`config.mk`:
```
export PLATFORM = sky130hd
export DESIGN_NAME = i2c_master_byte_engine_top
export DESIGN_NICKNAME = d
export VERILOG_FILES = /design/src/rtl/i2cme_pkg.sv /design/src/rtl/i2cme_step.sv /design/src/rtl/i2c_master_byte_engine_top.sv
export SDC_FILE = /design/constraint.sdc
export NUM_CORES = 1
export LEC_CHECK = 0
export ABC_AREA = 1
export CORE_AREA = 2 2 153 155
export DETAILED_ROUTE_END_ITERATION = 16
export DIE_AREA = 0 0 155 157
export DONT_BUFFER_PORTS = 1
export GPL_TIMING_DRIVEN = 0
export SLEW_MARGIN = 20
export SYNTH_ARGS = -nofsm -noshare
export SYNTH_HDL_FRONTEND = slang
export SYNTH_HIERARCHICAL = 1
export SYNTH_SLANG_ARGS = --single-unit
```
`constraint.sdc`:
```
create_clock -name aclk -period 4.6 [get_ports aclk]
set_clock_uncertainty 0.1 [all_clocks]
set_input_delay 0.92 -clock aclk [delete_from_list [all_inputs] [get_ports aclk]]
set_output_delay 0.92 -clock aclk [all_outputs]
set_load 0.01 [all_outputs]
```
`src/rtl/i2cme_pkg.sv`:
```
// Package: shared types, codes and the phase timer helper for the I2C master byte engine.
package i2cme_pkg;

    localparam int TickWidth      = 16;
    localparam int CfgIndexWidth  = 1;
    localparam int CfgDataWidth   = 16;

    localparam logic [15:0] LowPhaseReset  = 16'd50;
    localparam logic [15:0] HighPhaseReset = 16'd40;

    typedef enum logic [CfgIndexWidth-1:0] {
        CFG_LOW_PHASE  = 1'b0,
        CFG_HIGH_PHASE = 1'b1
    } cfg_index_t;

    typedef enum logic [2:0] {
        CMD_NONE  = 3'd0,
        CMD_START = 3'd1,
        CMD_STOP  = 3'd2,
        CMD_WRITE = 3'd3,
        CMD_READ  = 3'd4
    } cmd_t;

    typedef enum logic [3:0] {
        PH_IDLE       = 4'd0,
        PH_START_WAIT = 4'd1,
        PH_START_SET  = 4'd2,
        PH_START_HOLD = 4'd3,
        PH_STOP_WAIT  = 4'd4,
        PH_STOP_SET   = 4'd5,
        PH_STOP_HOLD  = 4'd6,
        PH_BIT_LOW    = 4'd7,
        PH_BIT_RISE   = 4'd8,
        PH_BIT_HIGH   = 4'd9,
        PH_TAIL       = 4'd10
    } phase_t;

    localparam logic [3:0] BitsPerByte = 4'd8;
    localparam logic [7:0] ShiftIdle   = 8'hFF;

    typedef struct packed {
        logic [2:0] command;
        logic [7:0] tx_byte;
        logic       send_ack;
        logic       scl_in;
        logic       sda_in;
    } in_item_t;

    typedef struct packed {
        logic       scl_pull_low;
        logic       sda_pull_low;
        logic       busy_res;
        logic       done_res;
        logic [7:0] rx_byte;
        logic       slave_nack;
    } out_item_t;

    typedef struct packed {
        phase_t                 phase;
        logic [3:0]             bit_count;
        logic [7:0]             shift;
        logic [TickWidth-1:0]   tick_count;
        logic [2:0]             cur_cmd;
        logic                   ack_choice;
        logic [7:0]             rx_byte;
        logic                   nack_flag;
        logic                   scl_drive;
        logic                   sda_drive;
    } engine_state_t;

    typedef struct packed {
        logic                 elapsed;
        logic [TickWidth-1:0] count;
    } timer_t;

    // One tick of a timed phase; a target of zero acts as one.
    function automatic timer_t phase_tick(input logic [TickWidth-1:0] count,
                                          input logic [TickWidth-1:0] target);
        timer_t               res;
        logic [TickWidth-1:0] limit;
        logic [TickWidth-1:0] inc;
        limit = (target == '0) ? TickWidth'(1) : target;
        inc   = count + TickWidth'(1);
        res.elapsed = (inc >= limit);
        res.count   = res.elapsed ? '0 : inc;
        return res;
    endfunction

endpackage

```
`src/rtl/i2cme_step.sv`:
```
// Combinational next-state and result logic for one tick of the I2C master byte engine.
module i2cme_step (
    input  i2cme_pkg::engine_state_t state,
    input  i2cme_pkg::in_item_t      item,
    input  logic [15:0]              low_ticks,
    input  logic [15:0]              high_ticks,
    output i2cme_pkg::engine_state_t state_next,
    output i2cme_pkg::out_item_t     result
);
    import i2cme_pkg::*;

    timer_t     low_t;
    timer_t     high_t;
    logic       done;
    logic [3:0] bits_inc;
    logic [7:0] shift_in;

    assign low_t    = phase_tick(state.tick_count, low_ticks);
    assign high_t   = phase_tick(state.tick_count, high_ticks);
    assign bits_inc = state.bit_count + 4'd1;
    assign shift_in = {state.shift[6:0], item.sda_in};

    always_comb begin
        state_next = state;
        done       = 1'b0;
        unique case (state.phase)
            PH_IDLE: begin
                state_next.tick_count = '0;
                case (item.command)
                    CMD_START: begin
                        state_next.cur_cmd   = item.command;
                        state_next.scl_drive = 1'b0;
                        state_next.phase     = PH_START_WAIT;
                    end
                    CMD_STOP: begin
                        state_next.cur_cmd   = item.command;
                        state_next.sda_drive = 1'b1;
                        state_next.scl_drive = 1'b0;
                        state_next.phase     = PH_STOP_WAIT;
                    end
                    CMD_WRITE: begin
                        state_next.cur_cmd    = item.command;
                        state_next.ack_choice = item.send_ack;
                        state_next.bit_count  = '0;
                        state_next.scl_drive  = 1'b1;
                        state_next.shift      = item.tx_byte;
                        state_next.sda_drive  = ~item.tx_byte[7];
                        state_next.phase      = PH_BIT_LOW;
                    end
                    CMD_READ: begin
                        state_next.cur_cmd    = item.command;
                        state_next.ack_choice = item.send_ack;
                        state_next.bit_count  = '0;
                        state_next.scl_drive  = 1'b1;
                        state_next.shift      = ShiftIdle;
                        state_next.sda_drive  = 1'b0;
                        state_next.phase      = PH_BIT_LOW;
                    end
                    default: ;
                endcase
            end
            PH_START_WAIT: begin
                if (item.scl_in) begin
                    state_next.tick_count = '0;
                    state_next.phase      = PH_START_SET;
                end
            end
            PH_START_SET: begin
                state_next.tick_count = low_t.count;
                if (low_t.elapsed) begin
                    state_next.sda_drive = 1'b1;
                    state_next.phase     = PH_START_HOLD;
                end
            end
            PH_START_HOLD: begin
                state_next.tick_count = high_t.count;
                if (high_t.elapsed) begin
                    state_next.scl_drive = 1'b1;
                    state_next.sda_drive = 1'b0;
                    state_next.phase     = PH_IDLE;
                    done                 = 1'b1;
                end
            end
            PH_STOP_WAIT: begin
                if (item.scl_in) begin
                    state_next.tick_count = '0;
                    state_next.phase      = PH_STOP_SET;
                end
            end
            PH_STOP_SET: begin
                state_next.tick_count = low_t.count;
                if (low_t.elapsed) begin
                    state_next.sda_drive = 1'b0;
                    state_next.phase     = PH_STOP_HOLD;
                end
            end
            PH_STOP_HOLD: begin
                state_next.tick_count = high_t.count;
                if (high_t.elapsed) begin
                    state_next.phase = PH_IDLE;
                    done             = 1'b1;
                end
            end
            PH_BIT_LOW: begin
                state_next.tick_count = low_t.count;
                if (low_t.elapsed) begin
                    state_next.scl_drive = 1'b0;
                    state_next.phase     = PH_BIT_RISE;
                end
            end
            PH_BIT_RISE: begin
                if (item.scl_in) begin
                    state_next.tick_count = '0;
                    state_next.phase      = PH_BIT_HIGH;
                end
            end
            PH_BIT_HIGH: begin
                state_next.tick_count = high_t.count;
                if (high_t.elapsed) begin
                    state_next.shift     = shift_in;
                    state_next.scl_drive = 1'b1;
                    state_next.bit_count = bits_inc;
                    if (bits_inc >= BitsPerByte) begin
                        state_next.phase = PH_TAIL;
                    end else begin
                        // next data bit of a write; reads leave SDA released
                        state_next.sda_drive = (state.cur_cmd == CMD_WRITE) ? ~shift_in[7]
                                                                           : 1'b0;
                        state_next.phase     = PH_BIT_LOW;
                    end
                end
            end
            PH_TAIL: begin
                state_next.tick_count = low_t.count;
                if (low_t.elapsed) begin
                    state_next.shift = ShiftIdle;
                    if (state.bit_count == BitsPerByte) begin
                        // set up the acknowledge bit
                        if (state.cur_cmd == CMD_READ) begin
                            state_next.rx_byte   = state.shift;
                            state_next.sda_drive = state.ack_choice;
                        end else begin
                            state_next.sda_drive = 1'b0;
                        end
                        state_next.phase = PH_BIT_LOW;
                    end else begin
                        if (state.cur_cmd == CMD_WRITE) begin
                            state_next.nack_flag = state.shift[0];
                        end
                        state_next.sda_drive = 1'b0;
                        state_next.phase     = PH_IDLE;
                        done                 = 1'b1;
                    end
                end
            end
            default: begin
                state_next.phase      = PH_IDLE;
                state_next.tick_count = '0;
            end
        endcase
    end

    always_comb begin
        result.scl_pull_low = state_next.scl_drive;
        result.sda_pull_low = state_next.sda_drive;
        result.busy_res     = (state_next.phase != PH_IDLE);
        result.done_res     = done;
        result.rx_byte      = state_next.rx_byte;
        result.slave_nack   = state_next.nack_flag;
    end

endmodule

```
`src/rtl/i2c_master_byte_engine_top.sv`:
```
// Top level: handshakes, configuration registers and engine state of the I2C master byte engine.
//
// I2C master byte engine. Each input transfer is one tick of the bus timebase and carries a
// command (start, stop, write byte, read byte), the byte to send, the ACK choice for a read
// and the sampled SCL and SDA levels. Every accepted tick yields exactly one result transfer
// with the open-drain pull-low controls for SCL and SDA, busy and a one-tick done flag, the
// last received byte and the slave NACK flag of the last write. A command is only taken while
// the engine is idle. Bit timing comes from low_phase_ticks (index 0, reset 50) and
// high_phase_ticks (index 1, reset 40); a value of zero acts as one tick, and the engine waits
// for SCL to read high before timing a high phase, so slaves may stretch the clock. Rate: one
// tick per clock while results are drained. A tick sits in the input register, passes through
// one step of next-state logic as it moves into the result register once the result slot is
// free, and is offered as a result from there; input and output stages keep transfers flowing
// back to back while m_ready stays high.
// Configuration writes are always accepted and must be issued only while the engine is idle.
module i2c_master_byte_engine_top (
    input  logic                                 aclk,
    input  logic                                 aresetn,
    input  logic                                 s_valid,
    output logic                                 s_ready,
    input  i2cme_pkg::in_item_t                  s_data,
    output logic                                 m_valid,
    input  logic                                 m_ready,
    output i2cme_pkg::out_item_t                 m_data,
    input  logic                                 cfg_valid,
    output logic                                 cfg_ready,
    input  logic [i2cme_pkg::CfgIndexWidth-1:0]  cfg_index,
    input  logic [i2cme_pkg::CfgDataWidth-1:0]   cfg_data
);
    import i2cme_pkg::*;

    logic          in_valid_reg;
    in_item_t      in_item_reg;
    logic          out_valid_reg;
    out_item_t     out_item_reg;
    engine_state_t state_reg;
    engine_state_t state_next;
    out_item_t     step_result;
    logic [15:0]   low_ticks_reg;
    logic [15:0]   high_ticks_reg;
    logic          advance;

    // Tick moves from the input register to the result register when the
    // result slot is free or being drained this cycle.
    assign advance   = in_valid_reg && (!out_valid_reg || m_ready);
    assign s_ready   = !in_valid_reg || advance;
    assign m_valid   = out_valid_reg;
    assign m_data    = out_item_reg;
    assign cfg_ready = 1'b1;

    // Configuration registers.
    always_ff @(posedge aclk) begin
        if (!aresetn) begin
            low_ticks_reg  <= LowPhaseReset;
            high_ticks_reg <= HighPhaseReset;
        end else if (cfg_valid) begin
            unique case (cfg_index_t'(cfg_index))
                CFG_LOW_PHASE:  low_ticks_reg  <= cfg_data;
                CFG_HIGH_PHASE: high_ticks_reg <= cfg_data;
                default: ;
            endcase
        end
    end

    // Input stage.
    always_ff @(posedge aclk) begin
        if (!aresetn) begin
            in_valid_reg <= 1'b0;
        end else if (s_ready) begin
            in_valid_reg <= s_valid;
        end
    end

    always_ff @(posedge aclk) begin
        if (s_valid && s_ready) begin
            in_item_reg <= s_data;
        end
    end

    i2cme_step u_step (
        .state      (state_reg),
        .item       (in_item_reg),
        .low_ticks  (low_ticks_reg),
        .high_ticks (high_ticks_reg),
        .state_next (state_next),
        .result     (step_result)
    );

    // Engine state advances once per processed tick.
    always_ff @(posedge aclk) begin
        if (!aresetn) begin
            state_reg.phase      <= PH_IDLE;
            state_reg.bit_count  <= '0;
            state_reg.shift      <= ShiftIdle;
            state_reg.tick_count <= '0;
            state_reg.cur_cmd    <= CMD_NONE;
            state_reg.ack_choice <= 1'b0;
            state_reg.rx_byte    <= '0;
            state_reg.nack_flag  <= 1'b0;
            state_reg.scl_drive  <= 1'b0;
            state_reg.sda_drive  <= 1'b0;
        end else if (advance) begin
            state_reg <= state_next;
        end
    end

    // Result stage.
    always_ff @(posedge aclk) begin
        if (!aresetn) begin
            out_valid_reg <= 1'b0;
        end else if (advance) begin
            out_valid_reg <= 1'b1;
        end else if (m_ready) begin
            out_valid_reg <= 1'b0;
        end
    end

    always_ff @(posedge aclk) begin
        if (advance) begin
            out_item_reg <= step_result;
        end
    end

endmodule
```
==> flow_metrics.env <==
export IMPL_layout_drive_gt1_share=0.1048
export IMPL_worst_slew_pin_slew_ps=747.6
export IMPL_core_area_um2=22500
export IMPL_hold_end="state_reg[9]$_SDFFE_PN0P_"
export IMPL_timing_final_ws_setup_ps=491.5
export IMPL_clk_path_buf_depth=2
export IMPL_rsz0062_at_grt="no"
export IMPL_synthesis_area_um2=6720
export IMPL_r2r_slack_ps=490
export IMPL_antenna_diode_count=0
export IMPL_cts_resized=0
export IMPL_gr_total_overflow=0
export IMPL_io_buffers=0
export IMPL_syn_inst=948
export IMPL_via_count=5945
export IMPL_htreeDepth=3
export IMPL_startpoint_type="register"
export IMPL_finalSetupViolations=0
export IMPL_grt_total_usage=0.1506
export IMPL_cp_max_fo=7
export IMPL_rows=55
export IMPL_grt_max_degree=21
export IMPL_placed_cells=1233
export IMPL_cts_tree="built"
export IMPL_place_ws_ps=554.8
export IMPL_final_common_cell="nand2_1"
export IMPL_viasPerCell=4.760
export IMPL_reg2regPathDepth=21
export IMPL_final_util=0.3276
export IMPL_cap_violations=0
export IMPL_drc=0
export IMPL_dieHeight_um=157
export IMPL_fin_cells=1249
export IMPL_relSlewSlack=0.5016
export IMPL_die_area_um2=24340
export IMPL_die_w_um=155
export IMPL_largest_reg_flops=47
export IMPL_hold_viol_final=0
export IMPL_min_path_cells=2
export IMPL_p_leak_uw=0.003390
export IMPL_clock_latency_ps=360
export IMPL_numCtsBuffers=9
export IMPL_drt_pass1_iterations=7
export IMPL_cts_clk_slew_worst_paths_ps=80
export IMPL_grt_first_pass_wirelength_mm=29.01
export IMPL_drv_slew=0
export IMPL_initialDrtViolationCount=479
export IMPL_dp_hpwl_mm=14.05
export IMPL_cp_required_ps=4800
export IMPL_ioPinCount=52
export IMPL_nets=1030
export IMPL_wl_per_cell_um=14.55
export IMPL_synth_edff_count=27
export IMPL_path_class="register to register"
export IMPL_crit_arrival_ps=4310
export IMPL_rr_startpoint="state_reg[15]$_SDFFE_PN0P_"
export IMPL_ant_nets=0
export IMPL_place_congestion=0.9579
export IMPL_outcome="finished, final reports clean"
export IMPL_syn_to_final_growth_pct=9.700
export IMPL_ys_flop_type="dfxtp_1"
export IMPL_async_reset_ff_frac=0
export IMPL_clock_sinks=108
export IMPL_postCtsHoldBufs=0
export IMPL_hold_class="register to register"
export IMPL_syn_area_per_cell_um2=7.089
export IMPL_syn_num_nets=1019
export IMPL_period_minus_slack_ps=4109
export IMPL_max_freq_mhz=243.4
export IMPL_routed_wl_mm=18.18
export IMPL_post_cts_setup_buffers=0
export IMPL_ys_seq_area_frac=0.3619
export IMPL_cts_root_buf="clkbuf_16"
export IMPL_synth_distinct_cells=44
export IMPL_grt_pass1_vias=5513
export IMPL_initial_core_util=0.2986
export IMPL_hp_start="state_reg[9]$_SDFFE_PN0P_"
export IMPL_most_common_layout_cells="175 x nand2_1, 139 x inv_1, 139 x nor2_1"
export IMPL_fin_crit_sh=0.8932
export IMPL_finalSetupTns_ps=0
export IMPL_powerDensity_nw_per_um2=326.1
export IMPL_synth_seq_cells=108
export IMPL_antenna_found_initial=0
export IMPL_power_uw=2404
export IMPL_r2r_end="state_reg[2]$_SDFFE_PN0P_"
export IMPL_ir_drop_uv=195.5
export IMPL_critPathCaptureType="register"
export IMPL_ys_warn_count=6
-- Yosys cell counts (3+ instances only) --
| master | instances | area share |
|---|---|---|
| nand3_1 | 79 | 0.059 |
| ha_1 | 35 | 0.065 |
| inv_2 | 9 | 0.0050 |
| inv_1 | 139 | 0.078 |
| nor2_1 | 139 | 0.078 |
| nand2_2 | 6 | 0.0056 |
| a21oi_2 | 11 | 0.014 |
| nor4_1 | 9 | 0.0084 |
| buf_4 | 18 | 0.020 |
| nand4_1 | 15 | 0.014 |
| mux2_2 | 3 | 0.0050 |
| o221ai_1 | 7 | 0.0091 |
| nand2_1 | 175 | 0.098 |
| edfxtp_1 | 27 | 0.12 |
| o21ai_0 | 49 | 0.036 |
| dfxtp_1 | 81 | 0.24 |
| a22o_1 | 4 | 0.0052 |
| nor3_1 | 8 | 0.0060 |
| xor2_1 | 14 | 0.018 |
| o22ai_1 | 13 | 0.012 |
| buf_6 | 8 | 0.013 |
| clkbuf_1 | 6 | 0.0034 |
| a21oi_1 | 49 | 0.036 |
| buf_2 | 17 | 0.013 |
-- how the worst max path moves through the flow --
stage,depth (start not counted),startpoint,endpoint
after CTS,21,state_reg[15]$_SDFFE_PN0P_,state_reg[2]$_SDFFE_PN0P_
final,21,state_reg[15]$_SDFFE_PN0P_,state_reg[2]$_SDFFE_PN0P_
after global routing,21,state_reg[15]$_SDFFE_PN0P_,state_reg[2]$_SDFFE_PN0P_
after detailed placement,21,state_reg[15]$_SDFFE_PN0P_,state_reg[2]$_SDFFE_PN0P_
after global placement,19,state_reg[15]$_SDFFE_PN0P_,state_reg[40]$_SDFFE_PN0P_
after floorplan,20,state_reg[15]$_SDFFE_PN0P_,state_reg[7]$_SDFFE_PN0P_
-- routing by layer --
metal | global-route usage | wire [um] | part of all wire | up-vias
met5 | 0 | 0 | 0 | -
met4 | 0.04718 | 324 | 0.018 | 0
met3 | 0.02781 | 876 | 0.048 | 18
met2 | 0.2279 | 7641 | 0.42 | 142
met1 | 0.2164 | 9333 | 0.51 | 2688
li1 | - | - | - | 3097
-- power by group --
part	total (uW)	internal (uW)	switching (uW)
Sequential	1100	1040	62.1
Clock	789	384	405
Combinational	513	188	325
Total	2400	1610	793
-- per-stage QoR --
step,hold WS (ps),area (um^2)
floorplan,346.0,6720
global placement,362.0,7077
detailed placement,370.1,7077
CTS,390.1,7372
global route,408.4,7372
finish,387.9,7372
-- kinds of logic after synthesis --
| family | count (synthesis) | share of synthesized area |
|---|---|---|
| and+or+nand+nor | 443 | 0.2860 |
| buffers and inverters | 198 | 0.1331 |
| AOI/OAI and AO/OA | 145 | 0.1277 |
| DFF | 108 | 0.3619 |
| adders and majority gates | 35 | 0.06516 |
| xor gates and xnor gates | 14 | 0.01825 |
| muxes | 4 | 0.007260 |
| other | 1 | 0.0005580 |
-- worst max-delay path: stages, from the launching register on --
cell	delay, ps
dfxtp_1	530
ha_1	240
nand3_1	150
nor2_1	270
nand4_1	160
nor2_1	190
xor2_1	260
inv_1	110
ha_1	290
nand2_1	60
nor3_1	180
nand2_1	110
nand2_2	180
inv_2	110
nor2_1	270
nand3_1	190
a21oi_1	260
buf_4	150
inv_1	30
nand3_1	60
nand2_1	50
nor2_1	90
-- layout make-up --
cell class	instances	area, um^2
buffer	49	332.8
clock buffer	9	225.2
clock inverter	7	70.07
fill	2429	15130
inverter	149	561.8
multi-input combinational	642	3393
sequential	108	2432
tap	285	356.6
Power figures use the tool's default switching activity.
